`src/hdl/keystroke_line_editor_defines.svh`:
```
// assertion macros for the keystroke line editor
// no dependencies; included by the top level
`ifndef KEYSTROKE_LINE_EDITOR_DEFINES_SVH
`define KEYSTROKE_LINE_EDITOR_DEFINES_SVH

// same-cycle implication, checked outside reset
`define KLE_ASSERT_IMPL(lbl, clk, rst_n, ante, cons) \
	lbl: assert property (@(posedge clk) disable iff (!rst_n) (ante) |-> (cons)) \
		else $error("line editor check failed");

// next-cycle implication, checked outside reset
`define KLE_ASSERT_NEXT(lbl, clk, rst_n, ante, cons) \
	lbl: assert property (@(posedge clk) disable iff (!rst_n) (ante) |=> (cons)) \
		else $error("line editor check failed");

`endif

```
`src/hdl/kle_pkg.sv`:
```
// shared types and codes of the keystroke line editor
// no dependencies; used by kle_ctrl and keystroke_line_editor
`default_nettype none

package kle_pkg;

	// command codes
	localparam logic [1:0] CMD_KEY   = 2'd0;
	localparam logic [1:0] CMD_READ  = 2'd1;
	localparam logic [1:0] CMD_CLEAR = 2'd2;

	// keystroke codes with a meaning of their own
	localparam logic [7:0] KEY_LEFT  = 8'h3C;
	localparam logic [7:0] KEY_RIGHT = 8'h3E;
	localparam logic [7:0] KEY_BACK  = 8'h2D;

	// result of one step, from the controller to the output registers
	typedef struct packed {
		logic       fire;
		logic [7:0] ch;
		logic       valid;
		logic       dropped;
	} result_t;

endpackage

`default_nettype wire

```
`src/hdl/kle_ctrl.sv`:
```
// gap buffer controller: cursor counts, address generation, write-back sequencing
// depends on kle_pkg; drives kle_mem
`default_nettype none

module kle_ctrl #(
	parameter int BUF_DEPTH = 1024,
	parameter int ADDR_W    = 10,
	parameter int CNT_W     = 11
) (
	input  wire logic              clk,
	input  wire logic              arst_n,
	input  wire logic              start,
	input  wire logic [1:0]        cmd,
	input  wire logic [7:0]        key_byte,
	input  wire logic [ADDR_W-1:0] read_index,
	output      logic              busy,
	output      logic              rd_en,
	output      logic [ADDR_W-1:0] rd_addr,
	input  wire logic [7:0]        rd_data,
	output      logic              wr_en,
	output      logic [ADDR_W-1:0] wr_addr,
	output      logic [7:0]        wr_data,
	output      logic [CNT_W-1:0]  left_count,
	output      logic [CNT_W-1:0]  right_count,
	output      kle_pkg::result_t  result
);

	import kle_pkg::*;

	localparam logic [CNT_W-1:0] DEPTH_C = CNT_W'(BUF_DEPTH);

	typedef enum logic {S_IDLE, S_EXEC} state_t;

	state_t            state_q;
	logic [CNT_W-1:0]  left_q, right_q;
	logic              wr_pend_q, wr_from_rd_q, valid_q, drop_q;
	logic [ADDR_W-1:0] wr_addr_q;
	logic [7:0]        key_q;

	logic              accept;
	logic [CNT_W-1:0]  left_n, right_n, sum, idx_ext, pos;
	logic [CNT_W-1:0]  rd_pos, wr_pos;
	logic              wr_pend_n, wr_from_rd_n, valid_n, drop_n;

	assign accept  = start && (state_q == S_IDLE);
	assign sum     = left_q + right_q;
	assign idx_ext = CNT_W'(read_index);
	assign pos     = DEPTH_C - right_q + idx_ext - left_q;

	// decode the command against the current counts
	always_comb begin
		left_n       = left_q;
		right_n      = right_q;
		rd_en        = 1'b0;
		rd_pos       = '0;
		wr_pos       = '0;
		wr_pend_n    = 1'b0;
		wr_from_rd_n = 1'b0;
		valid_n      = 1'b0;
		drop_n       = 1'b0;
		if (accept) begin
			unique case (cmd)
				CMD_KEY: begin
					unique case (key_byte)
						KEY_LEFT: begin
							if (left_q != '0) begin
								rd_en        = 1'b1;
								rd_pos       = left_q - 1'b1;
								wr_pos       = DEPTH_C - right_q - 1'b1;
								wr_pend_n    = 1'b1;
								wr_from_rd_n = 1'b1;
								left_n       = left_q - 1'b1;
								right_n      = right_q + 1'b1;
							end
						end
						KEY_RIGHT: begin
							if (right_q != '0) begin
								rd_en        = 1'b1;
								rd_pos       = DEPTH_C - right_q;
								wr_pos       = left_q;
								wr_pend_n    = 1'b1;
								wr_from_rd_n = 1'b1;
								left_n       = left_q + 1'b1;
								right_n      = right_q - 1'b1;
							end
						end
						KEY_BACK: begin
							if (left_q != '0) begin
								left_n = left_q - 1'b1;
							end
						end
						default: begin
							if (sum < DEPTH_C) begin
								wr_pos    = left_q;
								wr_pend_n = 1'b1;
								left_n    = left_q + 1'b1;
							end else begin
								drop_n = 1'b1;
							end
						end
					endcase
				end
				CMD_READ: begin
					if (idx_ext < left_q) begin
						rd_en   = 1'b1;
						rd_pos  = idx_ext;
						valid_n = 1'b1;
					end else if (idx_ext < sum) begin
						rd_en   = 1'b1;
						rd_pos  = pos;
						valid_n = 1'b1;
					end
				end
				CMD_CLEAR: begin
					left_n  = '0;
					right_n = '0;
				end
				default: begin
				end
			endcase
		end
	end

	assign rd_addr = rd_pos[ADDR_W-1:0];

	// state, counts and the pending write-back
	always_ff @(posedge clk or negedge arst_n) begin
		if (!arst_n) begin
			state_q      <= S_IDLE;
			left_q       <= '0;
			right_q      <= '0;
			wr_pend_q    <= 1'b0;
			wr_from_rd_q <= 1'b0;
			wr_addr_q    <= '0;
			key_q        <= '0;
			valid_q      <= 1'b0;
			drop_q       <= 1'b0;
		end else begin
			unique case (state_q)
				S_IDLE: begin
					if (accept) begin
						state_q      <= S_EXEC;
						left_q       <= left_n;
						right_q      <= right_n;
						wr_pend_q    <= wr_pend_n;
						wr_from_rd_q <= wr_from_rd_n;
						wr_addr_q    <= wr_pos[ADDR_W-1:0];
						key_q        <= key_byte;
						valid_q      <= valid_n;
						drop_q       <= drop_n;
					end
				end
				S_EXEC: begin
					state_q   <= S_IDLE;
					wr_pend_q <= 1'b0;
				end
				default: state_q <= S_IDLE;
			endcase
		end
	end

	// write-back in the execute cycle, read data arrives in the same cycle
	assign busy    = (state_q == S_EXEC);
	assign wr_en   = busy && wr_pend_q;
	assign wr_addr = wr_addr_q;
	assign wr_data = wr_from_rd_q ? rd_data : key_q;

	assign left_count  = left_q;
	assign right_count = right_q;

	assign result.fire    = busy;
	assign result.ch      = valid_q ? rd_data : 8'h00;
	assign result.valid   = valid_q;
	assign result.dropped = drop_q;

endmodule

`default_nettype wire

```
`config.mk`:
```
export PLATFORM = sky130hd
export DESIGN_NAME = kle_ctrl
export DESIGN_NICKNAME = d
export VERILOG_FILES = /design/src/hdl/keystroke_line_editor_defines.svh /design/src/hdl/kle_pkg.sv /design/src/hdl/kle_ctrl.sv
export SDC_FILE = /design/constraint.sdc
export NUM_CORES = 1
export LEC_CHECK = 0
export ABC_AREA = 1
export BUFFER_PORTS_ARGS = -buffer_cell sky130_fd_sc_hd__buf_2
export CORE_ASPECT_RATIO = 0.75
export CORE_UTILIZATION = 51
export CTS_BUF_LIST = sky130_fd_sc_hd__clkbuf_4
export DETAILED_ROUTE_END_ITERATION = 10
export PLACE_DENSITY = 0.77
export SLEW_MARGIN = 20
export SYNTH_ARGS = -nofsm -noshare
export SYNTH_HDL_FRONTEND = slang
export SYNTH_SLANG_ARGS = --single-unit
```
`constraint.sdc`:
```
create_clock -name clk -period 3 [get_ports clk]
set_clock_uncertainty 0.05 [all_clocks]
set_input_delay 0.15 -clock clk [delete_from_list [all_inputs] [get_ports clk]]
set_output_delay 0.15 -clock clk [all_outputs]
set_load 0.01 [all_outputs]
```
---- Yosys cells after proc, flatten, opt, wreduce, memory -nomap -nowiden ----
Cells that the tools add are included.
word-level totals
  input port bits ......................... 31
  logic and storage cells ................. 86
  flip-flop bits (word level) ............. 45
operators by class
  mux-type cells .......................... 42
  $lt $le $gt $ge ......................... 3
  bitwise operators ....................... 1
  equal/unequal tests ..................... 11
  reduce and logical (&&, ||, !) cells .... 11
  $add $sub $neg .......................... 9
operators with widths
  kind                                                                   count
  10-bit 2-to-1 mux                                                      9
  11-bit one-hot mux with 2 select lines                                 4
  11-bit 2-to-1 mux                                                      5
  10-bit one-hot mux with 2 select lines                                 2
  10-bit one-hot mux with 3 select lines                                 1
  8-bit by 6-bit == test with 1-bit output (second input constant)       3
  11-bit by 1-bit adder with 11-bit output (second input constant)       2
  10-bit by 11-bit < comparator with 1-bit output                        2
  11-bit nonzero test                                                    2
  11-bit by 1-bit subtractor with 11-bit output (second input constant)  2
  8-bit 2-to-1 mux                                                       2
  1-bit 2-to-1 mux                                                       14
  3-bit != test (second input constant)                                  4
  6-bit AND reduction                                                    2
  11-bit adder                                                           1
  11-bit < comparator (second input constant)                            1
  10-bit adder                                                           1
  1-bit by 10-bit subtractor with 10-bit output (first input constant)   1
  10-bit by 1-bit subtractor with 10-bit output (second input constant)  1
  10-bit subtractor                                                      1
  1-bit one-hot mux with 2 select lines                                  4
  4-bit != test (second input constant)                                  1
  1-bit one-hot mux with 3 select lines                                  1
  3-bit OR reduction                                                     1
  9 further kinds                                                        10

---- Logic depth before layout (Yosys ltp) ----
  depth in word-level cells ............... 7
  gate-level depth with buffers ........... 21
  gate-level depth less buffers ........... 21

---- Worst setup path after synthesis ----
OpenSTA, ideal clock, no wires.
  kind .................................... flip-flop to output port
  start point ............................. register right_q[0], in the netlist right_count[0]
  end point ............................... output rd_addr[9]
  data required time ...................... 2.800 ns
  path slack .............................. -0.384 ns
  stages on the path, launching flop included .. 20
  path buffers ............................ 0
  arrival time ............................ 3.184 ns
  cell sequence ........................... dfrtp_1 -> inv_2 -> ha_1 -> inv_1 -> nor2_2 -> nand3_1 -> o21ai_0 -> nand2_1 -> inv_1 -> fa_1 -> ha_1 -> inv_1 -> o21ai_0 -> a21oi_1 -> and3_1 -> nand2_1 -> nand2_1 -> nand2_1 -> nand3_1 -> a21oi_1
on the way
  word-level cells in the longest chain between the ends .. 7
  elaborated cells between the ends (all ways) .. 12
  classes of those cells .................. add/sub (4); order compare (1); mux (6); reduce/logical (1)
RTL lines
  what                                           RTL line                        source
  start: declaration                             kle_ctrl.sv:35                  logic [CNT_W-1:0] left_q, right_q;
  start signal: assignment                       kle_ctrl.sv:144                 right_q <= right_n;
  1-bit by 10-bit subtractor with 10-bit output  kle_ctrl.sv:48, kle_ctrl.sv:79
  10-bit adder                                   kle_ctrl.sv:48                  assign pos = DEPTH_C - right_q + idx_ext - left_q;
  10-bit subtractor                              kle_ctrl.sv:48
  10-bit 2-to-1 mux                              kle_ctrl.sv:108                 end else if (idx_ext < sum) begin
  10-bit 2-to-1 mux                              kle_ctrl.sv:104                 if (idx_ext < left_q) begin
  10-bit one-hot mux with 2 select lines *       kle_ctrl.sv:62                  unique case (cmd)
  10-bit 2-to-1 mux *                            kle_ctrl.sv:61                  if (accept) begin
  end: declaration                               kle_ctrl.sv:18                  output logic [ADDR_W-1:0] rd_addr,
Every way passes the cells marked *; elsewhere a longest branch is shown, timed or not.

---- Final worst setup path ----
  start point ............................. register right_q[1], in the netlist right_count[1]
  end point ............................... output rd_addr[9]
Same word-level chain as after synthesis.

==> impl_results.md <==
* FF-to-FF setup slack at 0.12 ns
* Critical Path AT at 3.47 ns
* Synth Flop Type: dfrtp_1
* Die ar. at 10900 µm²
* CP startpoint: right_count[1]
* Most frequent cells after synthesis: nand2_1, inv_1, a21oi_1
* Clock sinks at 45
* FILL cells at 829
* Fin area at 7260 µm²
* Status: finished, violations left
* Layout cells sized above 1 at 32.8%
* Final Critical Period at 3.67 ns
* I/O Buffers at 94
* Most frequent cell after synthesis: nand2_1
* Drt via density at 5.52
* Largest net degree at the start of global routing at 46
* Post-synthesis cell area at 5350 µm²
* Fin util at 73.2%
* Final worst path period share at 122%
* Final Hold Violating Endpoints at 0
* Distinct cell type count after synthesis at 46
* Number of cells on the worst reg-to-reg path at 17
* Drt initial violations at 755
* Critical Path Sink: rd_addr[9]
* Top cells by area, synth: dfrtp_1, nand2_1, ha_1
* Failing checks: setup timing
* First-pass GRT wire length at 29.6 mm
* Post-Route WL at 19.1 mm
* # Max-Cap Violations at 0
* Core area at 9930 µm²
* Clk_lat worst skew at 0.38 ns
* Htree depth at 2
* Detail Route Antenna Nets at 0
* CTS buffer count at 5
* Antenna cell count at 0
* Largest area contributor in the netlist: dfrtp_1
* # IOs at 95
* Synth Register Bits at 45
* CTS tree: done
* Nets at 1108
* GRT Overall Usage at 34.5%
* Clk slew on worst S/H paths at 0.14 ns
* Fmax at 272 MHz
* Max Buffers Root-to-Sink at 2
* Cell count after synthesis at 815
* Seq/Total Area, Yosys at 21.0%
* EDFF count, synth at 0
* Hold Crit Class: in -> reg
* Setup ws final at -0.673 ns
* Peak supply drop at 610 µV
* Die Wd at 120 µm
* Routed length per placed instance at 16.7 µm
* Setup crit end kind: output pin
* Grt ovf at 0
* Worst Path Max Fanout at 4
* Overall power at 6.34 mW
* Initial antenna violation count at 0
* Slew margin rel. at 39.2%
* Crit path launch type: register
* CP Data Required Time at 2.80 ns
* Final setup viols at 11
* RR Endpoint: valid_q
* Die Y at 90.7 µm
* Leakage at 3.88 nW
* Initial Util at 53.9%
* Via count at 6336
* DP HPWL at 14.3 mm
* Hold WS at 0.00532 ns
* Worst slew pin tran at 0.909 ns
* Number of global-route vias before repair at 5912
* RD Place Congestion at 0.980
* Clock Tree Root: clkbuf_4
* Row cnt at 31
* Syn. warnings at 0
* Drt pass-1 iters at 5
* Slew Limit Fails at 0
* Worst r2r src: right_count[0]
* Syn Nets at 908
* Post-Syn Area per Cell at 6.57 µm²
* Async S/R FF share, synth at 100%
* DP Area at 6630 µm²
* Crit path kind: reg -> out
* RSZ-0062 raised after global routing: true
* # DRC at 0
* Synth top area share at 21.0%
* Area growth syn-to-layout at 35.7%
* Pwr/cell area at 872 nW/µm²
==> layer usage <==
layer	track usage [%]	wire length, µm	vias to the layer above
met1	48.9	8260	2920
met2	53.1	8350	322
met3	7.20	2090	34
li1	-	-	3060
met5	0	0	-
met4	8.85	429	0
==> through the flow <==
step                std cells  TNS [ns]  worst slack [ns]
global placement         1115     -1.85            -0.213
global route             1148     -7.55            -0.785
floorplan                 815   -0.0807           -0.0807
finish                   1148     -5.41            -0.673
detailed placement       1115     -2.16            -0.241
CTS                      1140     -4.71            -0.540
==> kinds of logic after synthesis <==
| kind of cell | synth area share (%) |
|---|---|
| and+or+nand+nor | 33.1 |
| AOI/OAI and AO/OA | 14.3 |
| buffers and inverters | 9.47 |
| adders and majority gates | 16.0 |
| DFF | 21.0 |
| xor gates and xnor gates | 6.03 |
==> worst min-delay path by stage <==
stage	cells past startpoint	slack, ns	start	to
floorplan	0	-0.20	arst_n	busy
global placement	3	0.32	key_byte[6]	key_q[6]
detailed placement	3	0.32	key_byte[6]	key_q[6]
CTS	3	0.003	key_byte[0]	key_q[0]
global route	3	0.009	key_byte[0]	key_q[0]
finish	3	0.005	key_byte[0]	key_q[0]
==> critical path, cell delays in order, from the launching register on <==
cell      delay (ns)
dfrtp_2         0.45
inv_2           0.09
ha_4            0.13
inv_2           0.04
nor2_4          0.13
nand2_2         0.09
nor2_2          0.11
nand2_2         0.08
nand2_2         0.11
inv_2           0.06
fa_1            0.48
ha_4            0.31
inv_2           0.04
o21bai_1        0.18
a21oi_2         0.07
and3_1          0.20
nand2_1         0.07
nand2_1         0.05
nand2_1         0.08
nand3_2         0.08
a21oi_2         0.11
buf_2           0.14
==> final cells by class <==
cell class | count | area, µm² | area share (%)
Clock buffer | 6 | 45.0 | 0.620
Multi-Input combinational cell | 646 | 4140 | 56.9
Tap cell | 132 | 165 | 2.27
Inverter | 108 | 415 | 5.72
Clock inverter | 2 | 10.0 | 0.138
Sequential cell | 45 | 1130 | 15.6
Timing Repair Buffer | 209 | 1360 | 18.7
==> timing repair <==
| item | CTS | global route |
|---|---|---|
| pin swaps | 25 | 25 |
| endpoints found under the hold margin | 52 | 0 |
| resized for setup | 47 | 37 |
| hold buffers | 8 | 0 |
| endpoints found under the setup margin | 11 | 13 |
| setup buffers | 8 | 8 |
| cloned | 1 | 0 |
==> placed cells by master (no fill, tap or decap), types with 23 or more instances in the layout <==
cell type | synthesis | final
nand3_1 | 49 | 39
a21oi_1 | 58 | 47
ha_1 | 51 | 38
o21ai_0 | 40 | 34
buf_4 | 5 | 107
nand2_2 | 6 | 23
nor2_1 | 55 | 51
dfrtp_1 | 45 | 40
nand2_1 | 250 | 229
xor2_1 | 24 | 24
buf_2 | 5 | 93
inv_1 | 95 | 84
==> power by group <==
group	switching, mW	internal, mW	leakage [nW]
combinational	2.88	2.33	3.25
clock	0.212	0.0988	0.0354
sequential	0.119	0.691	0.592
==> state kept, by name, summed over array words and instances, names as in the netlist, 8 cells and up <==
| name | count |
|---|---|
| right_count | 11 |
| key_q | 8 |
| wr_addr | 10 |
| left_count | 11 |
(Power assumes the default switching activity.)
